### src/rtl/vsync_frame_target_scheduler_assert.svh
// Assertion macros shared by the scheduler RTL.
`ifndef VSYNC_FRAME_TARGET_SCHEDULER_ASSERT_SVH
`define VSYNC_FRAME_TARGET_SCHEDULER_ASSERT_SVH

// Check that the consequent holds in the same cycle as the antecedent.
`define VFTS_ASSERT_SAME(label, clk, rst_n, ante, cons) \
    label: assert property (@(posedge clk) disable iff (!rst_n) (ante) |-> (cons)) \
        else $error("scheduler assertion failed");

// Check that the consequent holds in the cycle after the antecedent.
`define VFTS_ASSERT_NEXT(label, clk, rst_n, ante, cons) \
    label: assert property (@(posedge clk) disable iff (!rst_n) (ante) |=> (cons)) \
        else $error("scheduler assertion failed");

`endif

### src/rtl/vsfts_pkg.sv
package vsfts_pkg;

    localparam int TIME_W   = 63;
    localparam int WIDE_W   = 64;
    localparam int CFG_W    = 30;
    localparam int CMD_W    = 1;
    localparam int IDX_W    = 1;
    localparam int DIV_STEPS = WIDE_W;
    localparam int CNT_W    = $clog2(DIV_STEPS + 1);

    localparam logic [TIME_W-1:0] TIME_MAX = {TIME_W{1'b1}};
    localparam logic [CFG_W-1:0]  FRAME_INTERVAL_RESET = CFG_W'(16666667);
    localparam logic [CFG_W-1:0]  START_OFFSET_RESET   = '0;

    // Register indexes of the configuration port.
    localparam logic [IDX_W-1:0] CFG_FRAME_INTERVAL = 1'b0;
    localparam logic [IDX_W-1:0] CFG_START_OFFSET   = 1'b1;

    // Request kinds.
    localparam logic [CMD_W-1:0] CMD_PRIMARY   = 1'b0;
    localparam logic [CMD_W-1:0] CMD_SECONDARY = 1'b1;

    typedef enum logic [3:0] {
        S_IDLE,
        S_SNAP,
        S_WAIT0,
        S_NEED1,
        S_WAIT1,
        S_NEED2,
        S_WAIT2,
        S_DONE
    } ctrl_state_t;

    typedef enum logic [1:0] {
        DIV_ELAPSED,
        DIV_NEED1,
        DIV_NEED2
    } div_src_t;

    typedef enum logic [1:0] {
        NEXT_PRED,
        NEXT_NOW_IVL,
        NEXT_SNAP
    } next_sel_t;

    typedef enum logic [1:0] {
        CAND_NEXT,
        CAND_UP1,
        CAND_MAX2
    } cand_sel_t;

    typedef struct packed {
        logic      load_in;
        logic      div_start;
        div_src_t  div_src;
        logic      next_load;
        next_sel_t next_sel;
        logic      cand_load;
        cand_sel_t cand_sel;
        logic      out_load;
    } dp_cmd_t;

    typedef struct packed {
        logic div_busy;
        logic pred_gt_now;
        logic last_gt_now;
        logic next_ge_need1;
        logic next_ge_need2;
        logic secondary;
        logic out_free;
    } dp_status_t;

endpackage

### src/rtl/vsfts_div.sv
module vsfts_div
(
    input  logic                          clk,
    input  logic                          rst_n,
    input  logic                          start,
    input  logic [vsfts_pkg::WIDE_W-1:0]  dividend,
    input  logic [vsfts_pkg::CFG_W-1:0]   divisor,
    output logic                          busy,
    output logic [vsfts_pkg::CFG_W-1:0]   rem
);

    logic [vsfts_pkg::CNT_W-1:0]  cnt_reg, cnt_next;
    logic [vsfts_pkg::WIDE_W-1:0] dvd_reg, dvd_next;
    logic [vsfts_pkg::CFG_W-1:0]  rem_reg, rem_next;
    logic [vsfts_pkg::CFG_W:0]    trial;
    logic [vsfts_pkg::CFG_W:0]    diff;

    assign busy = (cnt_reg != '0);
    assign rem  = rem_reg;

    // Restoring remainder: one dividend bit a cycle, MSB first.
    always_comb
    begin
        trial    = {rem_reg, dvd_reg[vsfts_pkg::WIDE_W-1]};
        diff     = trial - {1'b0, divisor};
        cnt_next = cnt_reg;
        dvd_next = dvd_reg;
        rem_next = rem_reg;
        if (start)
        begin
            cnt_next = vsfts_pkg::CNT_W'(vsfts_pkg::DIV_STEPS);
            dvd_next = dividend;
            rem_next = '0;
        end
        else if (busy)
        begin
            cnt_next = cnt_reg - vsfts_pkg::CNT_W'(1);
            dvd_next = {dvd_reg[vsfts_pkg::WIDE_W-2:0], 1'b0};
            rem_next = (trial >= {1'b0, divisor}) ? diff[vsfts_pkg::CFG_W-1:0]
                                                  : trial[vsfts_pkg::CFG_W-1:0];
        end
    end

    always_ff @(posedge clk or negedge rst_n)
    begin
        if (!rst_n)
        begin
            cnt_reg <= '0;
        end
        else
        begin
            cnt_reg <= cnt_next;
        end
    end

    always_ff @(posedge clk)
    begin
        dvd_reg <= dvd_next;
        rem_reg <= rem_next;
    end

endmodule

### src/rtl/vsfts_dp.sv
module vsfts_dp
(
    input  logic                                clk,
    input  logic                                rst_n,
    input  logic                                cfg_write,
    input  logic [vsfts_pkg::IDX_W-1:0]         cfg_index,
    input  logic [vsfts_pkg::CFG_W-1:0]         cfg_data,
    input  logic [vsfts_pkg::CMD_W-1:0]         command,
    input  logic [vsfts_pkg::TIME_W-1:0]        time_now,
    input  logic [vsfts_pkg::TIME_W-1:0]        predicted_vsync,
    input  logic [vsfts_pkg::TIME_W-1:0]        last_presented,
    input  vsfts_pkg::dp_cmd_t                  cmd,
    output vsfts_pkg::dp_status_t               sts,
    output logic                                out_valid,
    input  logic                                out_stall,
    output logic signed [vsfts_pkg::WIDE_W-1:0] start_time,
    output logic [vsfts_pkg::TIME_W-1:0]        target_time
);

    localparam int TW = vsfts_pkg::TIME_W;
    localparam int WW = vsfts_pkg::WIDE_W;
    localparam int CW = vsfts_pkg::CFG_W;

    logic [CW-1:0] frame_interval_reg, frame_interval_next;
    logic [CW-1:0] start_offset_reg, start_offset_next;
    logic [TW-1:0] last_target_reg, last_target_next;
    logic          out_valid_reg, out_valid_next;

    logic [vsfts_pkg::CMD_W-1:0] cmd_reg;
    logic [TW-1:0] now_reg, pred_reg, last_reg;
    logic [WW-1:0] next_reg, cand_reg;
    logic [WW-1:0] start_reg;
    logic [TW-1:0] target_reg;

    logic [CW-1:0] ivl, off, rem, ivl_gap;
    logic          rem_nz, div_busy;
    logic [WW-1:0] need1, need2, dividend, up1, up2, step_up, target_wide;
    logic [TW-1:0] target_sat;

    // Zero interval counts as one ns, zero offset as one full interval.
    assign ivl = (frame_interval_reg == '0) ? CW'(1) : frame_interval_reg;
    assign off = (start_offset_reg == '0) ? ivl : start_offset_reg;

    assign need1 = WW'(now_reg) + WW'(off);
    assign need2 = WW'(last_target_reg) + WW'(ivl >> 1);

    // Round a need up to the next vsync on the grid: need - rem + ivl when rem != 0.
    assign rem_nz  = (rem != '0);
    assign ivl_gap = ivl - rem;
    assign step_up = rem_nz ? WW'(ivl_gap) : '0;
    assign up1     = need1 + step_up;
    assign up2     = need2 + step_up;

    always_comb
    begin
        unique case (cmd.div_src)
            vsfts_pkg::DIV_ELAPSED: dividend = WW'(now_reg - last_reg);
            vsfts_pkg::DIV_NEED1:   dividend = need1 - next_reg;
            vsfts_pkg::DIV_NEED2:   dividend = need2 - next_reg;
            default:                dividend = '0;
        endcase
    end

    vsfts_div u_div
    (
        .clk      (clk),
        .rst_n    (rst_n),
        .start    (cmd.div_start),
        .dividend (dividend),
        .divisor  (ivl),
        .busy     (div_busy),
        .rem      (rem)
    );

    assign target_wide = cand_reg;
    assign target_sat  = target_wide[WW-1] ? vsfts_pkg::TIME_MAX : target_wide[TW-1:0];

    assign sts.div_busy      = div_busy;
    assign sts.pred_gt_now   = (pred_reg > now_reg);
    assign sts.last_gt_now   = (last_reg > now_reg);
    assign sts.next_ge_need1 = (next_reg >= need1);
    assign sts.next_ge_need2 = (next_reg >= need2);
    assign sts.secondary     = (cmd_reg == vsfts_pkg::CMD_SECONDARY);
    assign sts.out_free      = !out_valid_reg || !out_stall;

    always_comb
    begin
        frame_interval_next = frame_interval_reg;
        start_offset_next   = start_offset_reg;
        if (cfg_write)
        begin
            unique case (cfg_index)
                vsfts_pkg::CFG_FRAME_INTERVAL: frame_interval_next = cfg_data;
                vsfts_pkg::CFG_START_OFFSET:   start_offset_next   = cfg_data;
                default:                       ;
            endcase
        end

        last_target_next = last_target_reg;
        if (cmd.out_load && (cmd_reg == vsfts_pkg::CMD_PRIMARY))
        begin
            last_target_next = target_sat;
        end

        out_valid_next = out_valid_reg;
        if (cmd.out_load)
        begin
            out_valid_next = 1'b1;
        end
        else if (out_valid_reg && !out_stall)
        begin
            out_valid_next = 1'b0;
        end
    end

    always_ff @(posedge clk or negedge rst_n)
    begin
        if (!rst_n)
        begin
            frame_interval_reg <= vsfts_pkg::FRAME_INTERVAL_RESET;
            start_offset_reg   <= vsfts_pkg::START_OFFSET_RESET;
            last_target_reg    <= '0;
            out_valid_reg      <= 1'b0;
        end
        else
        begin
            frame_interval_reg <= frame_interval_next;
            start_offset_reg   <= start_offset_next;
            last_target_reg    <= last_target_next;
            out_valid_reg      <= out_valid_next;
        end
    end

    always_ff @(posedge clk)
    begin
        if (cmd.load_in)
        begin
            cmd_reg  <= command;
            now_reg  <= time_now;
            pred_reg <= predicted_vsync;
            last_reg <= last_presented;
        end
        if (cmd.next_load)
        begin
            unique case (cmd.next_sel)
                vsfts_pkg::NEXT_PRED:    next_reg <= WW'(pred_reg);
                vsfts_pkg::NEXT_NOW_IVL: next_reg <= WW'(now_reg) + WW'(ivl);
                vsfts_pkg::NEXT_SNAP:    next_reg <= WW'(now_reg) + WW'(ivl_gap);
                default:                 next_reg <= next_reg;
            endcase
        end
        if (cmd.cand_load)
        begin
            unique case (cmd.cand_sel)
                vsfts_pkg::CAND_NEXT: cand_reg <= next_reg;
                vsfts_pkg::CAND_UP1:  cand_reg <= up1;
                vsfts_pkg::CAND_MAX2: cand_reg <= (up2 > cand_reg) ? up2 : cand_reg;
                default:              cand_reg <= cand_reg;
            endcase
        end
        if (cmd.out_load)
        begin
            target_reg <= target_sat;
            start_reg  <= WW'(target_sat) - WW'(off);
        end
    end

    assign out_valid   = out_valid_reg;
    assign target_time = target_reg;
    assign start_time  = start_reg;

endmodule

### src/rtl/vsfts_ctrl.sv
module vsfts_ctrl
(
    input  logic                  clk,
    input  logic                  rst_n,
    input  logic                  in_valid,
    output logic                  in_stall,
    input  vsfts_pkg::dp_status_t sts,
    output vsfts_pkg::dp_cmd_t    cmd
);

    vsfts_pkg::ctrl_state_t state_reg, state_next;

    always_ff @(posedge clk or negedge rst_n)
    begin
        if (!rst_n)
        begin
            state_reg <= vsfts_pkg::S_IDLE;
        end
        else
        begin
            state_reg <= state_next;
        end
    end

    always_comb
    begin
        state_next = state_reg;
        cmd        = '0;
        in_stall   = 1'b1;
        unique case (state_reg)
            vsfts_pkg::S_IDLE:
            begin
                in_stall = 1'b0;
                if (in_valid)
                begin
                    cmd.load_in = 1'b1;
                    state_next  = vsfts_pkg::S_SNAP;
                end
            end
            vsfts_pkg::S_SNAP:
            begin
                priority if (sts.pred_gt_now)
                begin
                    cmd.next_load = 1'b1;
                    cmd.next_sel  = vsfts_pkg::NEXT_PRED;
                    state_next    = vsfts_pkg::S_NEED1;
                end
                else if (sts.last_gt_now)
                begin
                    cmd.next_load = 1'b1;
                    cmd.next_sel  = vsfts_pkg::NEXT_NOW_IVL;
                    state_next    = vsfts_pkg::S_NEED1;
                end
                else
                begin
                    cmd.div_start = 1'b1;
                    cmd.div_src   = vsfts_pkg::DIV_ELAPSED;
                    state_next    = vsfts_pkg::S_WAIT0;
                end
            end
            vsfts_pkg::S_WAIT0:
            begin
                if (!sts.div_busy)
                begin
                    cmd.next_load = 1'b1;
                    cmd.next_sel  = vsfts_pkg::NEXT_SNAP;
                    state_next    = vsfts_pkg::S_NEED1;
                end
            end
            vsfts_pkg::S_NEED1:
            begin
                if (sts.next_ge_need1)
                begin
                    cmd.cand_load = 1'b1;
                    cmd.cand_sel  = vsfts_pkg::CAND_NEXT;
                    state_next    = vsfts_pkg::S_NEED2;
                end
                else
                begin
                    cmd.div_start = 1'b1;
                    cmd.div_src   = vsfts_pkg::DIV_NEED1;
                    state_next    = vsfts_pkg::S_WAIT1;
                end
            end
            vsfts_pkg::S_WAIT1:
            begin
                if (!sts.div_busy)
                begin
                    cmd.cand_load = 1'b1;
                    cmd.cand_sel  = vsfts_pkg::CAND_UP1;
                    state_next    = vsfts_pkg::S_NEED2;
                end
            end
            vsfts_pkg::S_NEED2:
            begin
                // Skip the last-target rule for a secondary request.
                if (sts.secondary || sts.next_ge_need2)
                begin
                    state_next = vsfts_pkg::S_DONE;
                end
                else
                begin
                    cmd.div_start = 1'b1;
                    cmd.div_src   = vsfts_pkg::DIV_NEED2;
                    state_next    = vsfts_pkg::S_WAIT2;
                end
            end
            vsfts_pkg::S_WAIT2:
            begin
                if (!sts.div_busy)
                begin
                    cmd.cand_load = 1'b1;
                    cmd.cand_sel  = vsfts_pkg::CAND_MAX2;
                    state_next    = vsfts_pkg::S_DONE;
                end
            end
            vsfts_pkg::S_DONE:
            begin
                // Hold until the output register can take the result.
                if (sts.out_free)
                begin
                    cmd.out_load = 1'b1;
                    state_next   = vsfts_pkg::S_IDLE;
                end
            end
            default:
            begin
                state_next = vsfts_pkg::S_IDLE;
            end
        endcase
    end

endmodule

### src/rtl/vsync_frame_target_scheduler.sv
// Vsync frame target scheduler. Each request carries the current time, the
// predicted next vsync and the last actual presentation (ns, 63 bits); the
// block answers with one result: the vsync the frame targets and the time at
// which frame work should begin (target minus the start offset, where an
// offset of zero means one full interval). A prediction that is not after now
// is replaced by now plus one interval if the last presentation is after now,
// else by a snap to the presentation phase. The target is then pushed forward
// by whole intervals until the start is not before now and, for a primary
// request, the target lies at least half an interval past the last targeted
// vsync; a primary request stores its target, a secondary one stores nothing.
// A target beyond 2^63-1 saturates there. Rate: one request at a time; the
// result waits in S_DONE while the previous result sits stalled in the output
// register. A shared restoring remainder unit does the work, up to three times
// a request (phase snap, start constraint, last-target constraint), plus
// controller steps. A new request is taken while the previous result still
// waits in the output register. Program frame_interval and start_offset while
// the block is idle.
`include "vsync_frame_target_scheduler_assert.svh"

module vsync_frame_target_scheduler
(
    input  logic                                clk,
    input  logic                                rst_n,
    input  logic                                cfg_write,
    input  logic [vsfts_pkg::IDX_W-1:0]         cfg_index,
    input  logic [vsfts_pkg::CFG_W-1:0]         cfg_data,
    input  logic                                in_valid,
    output logic                                in_stall,
    input  logic [vsfts_pkg::CMD_W-1:0]         command,
    input  logic [vsfts_pkg::TIME_W-1:0]        time_now,
    input  logic [vsfts_pkg::TIME_W-1:0]        predicted_vsync,
    input  logic [vsfts_pkg::TIME_W-1:0]        last_presented,
    output logic                                out_valid,
    input  logic                                out_stall,
    output logic signed [vsfts_pkg::WIDE_W-1:0] start_time,
    output logic [vsfts_pkg::TIME_W-1:0]        target_time
);

    vsfts_pkg::dp_cmd_t    cmd;
    vsfts_pkg::dp_status_t sts;

    // Sequence the request: snap, start constraint, last-target constraint.
    vsfts_ctrl u_ctrl
    (
        .clk      (clk),
        .rst_n    (rst_n),
        .in_valid (in_valid),
        .in_stall (in_stall),
        .sts      (sts),
        .cmd      (cmd)
    );

    // Hold registers, request fields, the remainder unit and the result.
    vsfts_dp u_dp
    (
        .clk             (clk),
        .rst_n           (rst_n),
        .cfg_write       (cfg_write),
        .cfg_index       (cfg_index),
        .cfg_data        (cfg_data),
        .command         (command),
        .time_now        (time_now),
        .predicted_vsync (predicted_vsync),
        .last_presented  (last_presented),
        .cmd             (cmd),
        .sts             (sts),
        .out_valid       (out_valid),
        .out_stall       (out_stall),
        .start_time      (start_time),
        .target_time     (target_time)
    );

    // Never restart the remainder unit while it still runs.
    `VFTS_ASSERT_SAME(a_div_start_idle, clk, rst_n, cmd.div_start, !sts.div_busy)

    // Never overwrite a result that is still waiting to be taken.
    `VFTS_ASSERT_SAME(a_out_load_free, clk, rst_n, cmd.out_load, !out_valid || !out_stall)

    // Stall the input in the cycle after a request is taken.
    `VFTS_ASSERT_NEXT(a_busy_after_accept, clk, rst_n, in_valid && !in_stall, in_stall)

endmodule
### config.mk
export PLATFORM = sky130hd
export DESIGN_NAME = vsync_frame_target_scheduler
export DESIGN_NICKNAME = d
export VERILOG_FILES = /design/src/rtl/vsfts_pkg.sv /design/src/rtl/vsfts_div.sv /design/src/rtl/vsfts_dp.sv /design/src/rtl/vsfts_ctrl.sv /design/src/rtl/vsync_frame_target_scheduler.sv
export VERILOG_INCLUDE_DIRS = /design/src /design/src/rtl
export SDC_FILE = /design/constraint.sdc
export NUM_CORES = 2
export LEC_CHECK = 0
export BUFFER_PORTS_ARGS = -buffer_cell sky130_fd_sc_hd__buf_2
export CELL_PAD_IN_SITES_DETAIL_PLACEMENT = 1
export CELL_PAD_IN_SITES_GLOBAL_PLACEMENT = 1
export CORE_ASPECT_RATIO = 2
export CORE_MARGIN = 2
export CORE_UTILIZATION = 48
export CTS_CLUSTER_SIZE = 10
export DETAILED_ROUTE_END_ITERATION = 6
export PLACE_DENSITY = 0.88
export SLEW_MARGIN = 40
export SYNTH_ARGS = -nofsm -noshare
export SYNTH_HDL_FRONTEND = slang
export SYNTH_SLANG_ARGS = --single-unit
### constraint.sdc
create_clock -name clk -period 18.4 [get_ports clk]
set_clock_uncertainty 0.05 [all_clocks]
set_input_delay 3.68 -clock clk [delete_from_list [all_inputs] [get_ports clk]]
set_output_delay 3.68 -clock clk [all_outputs]
set_load 0.03 [all_outputs]
==> flow_metrics.env, run 1 <==
export IMPL_error="[ERROR GRT-0116] Global routing finished with congestion. Check the congestion regions in the DRC Viewer."
export IMPL_synth_compound_area_share_pct=22.8
export IMPL_syn_num_nets=7397
export IMPL_postSynthAreaPerCell_sq_um=8.71
export IMPL_clockBufferDepth=3
export IMPL_cts_setup_buffers=0
export IMPL_synth_edf_count=509
export IMPL_root_buffer="clkbuf_16"
export IMPL_htreeDepth=3
export IMPL_stop_stage="global routing"
export IMPL_muxShareOfSynthArea_pct=1.53
export IMPL_outcome="aborted with a tool error"
export IMPL_fp_dieH_um=493
export IMPL_cts_resized=0
export IMPL_synth_adder_area_share_pct=12.7
export IMPL_yosys_area_share_simple_pct=15.8
export IMPL_grt_pass1_wl_um=516000
export IMPL_synth_xor_area_share_pct=8.23
export IMPL_async_flop_share_pct=19.9
export IMPL_place_gp_congestion=1.08
export IMPL_synth_area_leader_cell="edfxtp_1"
export IMPL_synthCells=6598
export IMPL_initial_core_util_pct=48.3
export IMPL_grt_usage_pct=57.4
export IMPL_portBuffers=354
export IMPL_core_rowCount=179
export IMPL_gr_total_overflow=351
export IMPL_synth_top_family_by_area="compound AO/OA/AOI/OAI gates"
export IMPL_grt_max_degree=105
export IMPL_io_pin_count=355
export IMPL_synthTopCellsByArea="edfxtp_1, ha_1, xnor2_1, a21oi_1, dfrtp_1"
export IMPL_ys_flop_type="edfxtp_1"
export IMPL_cts_sinks=673
export IMPL_yosysSeqAreaShare_pct=33.5
export IMPL_die_w_um=249
export IMPL_ys_types=101
export IMPL_yosysWarnings=0
export IMPL_syn_area_sq_um=57500
export IMPL_cts_made_buffers=80
export IMPL_synth_seq_cells=673
export IMPL_hold_buffers=0
export IMPL_synth_top_cell_area_share_pct=26.6
export IMPL_hpwl_um=242000
export IMPL_grt_pass1_vias=67370
-- cells in the mapped netlist (49+ instances only) --
cell type	number
a211oi_1	76
a21o_1	307
a21oi_1	608
a221oi_1	52
a31oi_1	101
and2_1	52
and3_1	63
clkbuf_1	246
dfrtp_1	121
edfxtp_1	509
ha_1	562
inv_1	549
nand2_1	477
nand2b_1	70
nand3_1	133
nand4_1	137
nor2_1	515
nor2b_1	68
nor3_1	134
nor4_1	69
o21a_1	67
o21ai_0	362
o21bai_1	73
or3_1	49
xnor2_1	364
xor2_1	174
-- per-layer routing --
metal,GRT overflow,global-route usage (%)
met1,8,53.3
met2,191,87.7
met3,18,26.6
met4,132,65.1
met5,2,4.93
-- stage by stage --
stage / cell area [sq um] / setup WS, ns / util, % / instances / hold WS (ns)
after floorplan: 57500 / 4.83 / - / 6598 / 0.411
after global placement: 60800 / 8.31 / 51.1 / 8286 / 0.454
after detailed placement: 61200 / 7.83 / 51.4 / 8287 / 0.466
after CTS: 63600 / 7.76 / 53.5 / 8426 / 0.489
-- kinds of logic after synthesis --
logic type	count (synthesis)
simple gates	1874
flops	673
xor+xnor	539
fa+ha+maj	575
mux	83
compound gates	2033
buf+inv	821
==> run 2: changes to the inputs <==
CELL_PAD_IN_SITES_DETAIL_PLACEMENT = not set   (was 1)
CELL_PAD_IN_SITES_GLOBAL_PLACEMENT = not set   (was 1)
CORE_ASPECT_RATIO = not set   (was 2)
CORE_UTILIZATION = 40   (was 48)
CTS_CLUSTER_SIZE = not set   (was 10)
PLACE_DENSITY = not set   (was 0.88)
PLACE_DENSITY_LB_ADDON = 0.15   (was not set)
==> flow_metrics.env, run 2 <==
export IMPL_setup_viol=0
export IMPL_place_area_sq_um=61300
export IMPL_muxShareOfSynthArea_pct=1.53
export IMPL_worst_path_most_repeated_cell="and2_1"
export IMPL_synth_most_common_cell="a21oi_1"
export IMPL_drv_slew=0
export IMPL_met3_usage_pct=5.24
export IMPL_yosysSeqAreaShare_pct=33.5
export IMPL_ir_worst_vdd_v=0.000108
export IMPL_cp_slowest_stage_delay_ns=0.73
export IMPL_met1_usage_pct=48.1
export IMPL_syn_num_nets=7397
export IMPL_synthTopCellsByArea="edfxtp_1, ha_1, xnor2_1, a21oi_1, dfrtp_1"
export IMPL_wl_per_cell_um=25.6
export IMPL_synthCells=6598
export IMPL_yosys_area_share_simple_pct=15.8
export IMPL_hpwl_um=185000
export IMPL_root_buffer="clkbuf_16"
export IMPL_max_cap_violations=0
export IMPL_grt_antenna_before_repair=4
export IMPL_pre_cts_slack_ns=7.87
export IMPL_place_gp_congestion=0.973
export IMPL_rsz0062_at_grt="false"
export IMPL_fp_dieH_um=383
export IMPL_worst_path_max_delay_cell="o311ai_2"
export IMPL_synth_top_family_by_area="compound AO/OA/AOI/OAI gates"
export IMPL_postSynthAreaPerCell_sq_um=8.71
export IMPL_totalWireLength_um=226000
export IMPL_holdPathStages=2
export IMPL_htreeDepth=3
export IMPL_grt_usage_pct=29.8
export IMPL_path_class="register to register"
export IMPL_start_kind="register"
export IMPL_cp_data_required_time_ns=18.70
export IMPL_synth_common_cells="a21oi_1, ha_1, inv_1, nor2_1, edfxtp_1"
export IMPL_cts_sinks=673
export IMPL_viasPerCell=6.00
export IMPL_synth_edf_count=509
export IMPL_ant_nets=0
export IMPL_yosysWarnings=0
export IMPL_final_hold_viol_count=0
export IMPL_die_area_sq_um=147000
export IMPL_grt_pass1_wl_um=326000
export IMPL_die_w_um=383
export IMPL_async_flop_share_pct=19.9
export IMPL_synth_compound_area_share_pct=22.8
export IMPL_drc=0
export IMPL_fin_ws_ns=7.85
export IMPL_synth_area_leader_cell="edfxtp_1"
export IMPL_fin_hold_ws_ns=0.467
export IMPL_synth_seq_cells=673
export IMPL_clk_latency_ns=0.71
export IMPL_min_path_type="register to register"
export IMPL_gr_usage_met2_pct=40.1
export IMPL_first_iter_violations=5695
export IMPL_portBuffers=354
export IMPL_p_total_mw=12.6
export IMPL_hold_buffers=0
export IMPL_cp_end_kind="register"
export IMPL_cts_setup_buffers=0
export IMPL_synth_top_cell_area_share_pct=26.6
export IMPL_cts_tree="built"
export IMPL_ys_flop_type="edfxtp_1"
export IMPL_initial_core_util_pct=40.1
export IMPL_coreArea_sq_um=143000
export IMPL_grt_pass1_vias=48851
export IMPL_top_usage_layer="met1"
export IMPL_nets=7633
export IMPL_powerDensity_nw_per_um2=197
export IMPL_core_rowCount=139
export IMPL_synth_xor_area_share_pct=8.23
export IMPL_gr_total_overflow=0
export IMPL_p_leak_nw=27.2
export IMPL_drive_above_1_share_pct=10.3
export IMPL_syn_area_sq_um=57500
export IMPL_period_share_pct=57.3
export IMPL_fin_tns_setup_ns=0
export IMPL_clk_pin_slew_ns=0.06
export IMPL_io_pin_count=355
export IMPL_cts_made_buffers=85
export IMPL_synth_adder_area_share_pct=12.7
export IMPL_min_period_ns=10.55
export IMPL_dr_total_vias=52819
export IMPL_outcome="finished, final reports clean"
export IMPL_relSlewSlack_pct=42.2
export IMPL_ys_types=101
export IMPL_worst_pin_slew_ns=0.861
export IMPL_arrival_ns=10.84
export IMPL_area_delta_synth_final_pct=11.9
export IMPL_clockBufferDepth=3
export IMPL_cts_resized=0
export IMPL_mostFrequentLayoutCells="a21oi_1, ha_1, inv_1"
export IMPL_first_pass_iters=6
export IMPL_fin_area_sq_um=64300
export IMPL_fin_util_pct=44.9
export IMPL_final_common_cell="a21oi_1"
export IMPL_dp_cells=8647
export IMPL_final_cells=8810
export IMPL_worstRegToRegCells=33
export IMPL_cp_max_fo=64
export IMPL_fmax_mhz=94.8
export IMPL_grt_max_degree=163
==> run 2: final cells by class <==
cell class / instances / area [sq um]
Multi-Input combinational cell: 5104 / 35300
Antenna cell: 2 / 5.00
Clock inverter: 51 / 622
Fill cell: 14117 / 78900
Clock buffer: 107 / 2330
Inverter: 553 / 2080
Sequential cell: 673 / 19300
Tap cell: 1903 / 2380
Timing Repair Buffer: 417 / 2310
==> run 2: final timing paths <==
path	from	to	slack, ns
setup / recovery	u_dp.start_offset_reg[0]	u_dp.u_div.dvd_reg[15]	7.85
hold / removal	u_dp.u_div.rem[14]	u_dp.u_div.rem[14]	0.47
setup reg to reg	u_dp.start_offset_reg[0]	u_dp.u_div.dvd_reg[15]	7.85
hold reg to reg	u_dp.u_div.rem[14]	u_dp.u_div.rem[14]	0.47
max in group asynchronous	rst_n	u_dp.last_target_reg[43]	14.18
min in group asynchronous	rst_n	u_dp.last_target_reg[0]	2.92
==> run 2: logic make-up after synthesis <==
group | count (synthesis)
xor gates and xnor gates | 539
AOI/OAI and AO/OA | 2033
and+or+nand+nor | 1874
DFF | 673
adders and majority gates | 575
muxes | 83
buffers and inverters | 821
==> run 2: routing by layer <==
layer	vias to the layer above	wire length (um)	share of wire (%)
met4	4	5280	2.3
li1	24683	-	-
met1	25664	113000	50
met3	222	20000	8.9
met2	2246	87100	39
met5	-	27	0.012
==> run 2: power breakdown <==
part / total (mW) / internal [mW] / leakage, nW / switching (mW)
combinational: 8.51 / 3.18 / 19.4 / 5.33
clock: 1.79 / 1.06 / 1.42 / 0.729
sequential: 2.34 / 2.05 / 6.40 / 0.290
total: 12.6 / 6.30 / 27.2 / 6.35
==> run 2: worst max-delay path, delay by kind of cell, from the launching register on <==
| kind | cells | cell delay, ns |
|---|---|---|
| AOI/OAI and AO/OA | 11 | 3.66 |
| and+or+nand+nor | 15 | 3.61 |
| buffers and inverters | 4 | 1.40 |
| adders and majority gates | 2 | 0.68 |
| DFF | 1 | 0.39 |
| xor gates and xnor gates | 1 | 0.22 |
(Power assumes the default switching activity.)
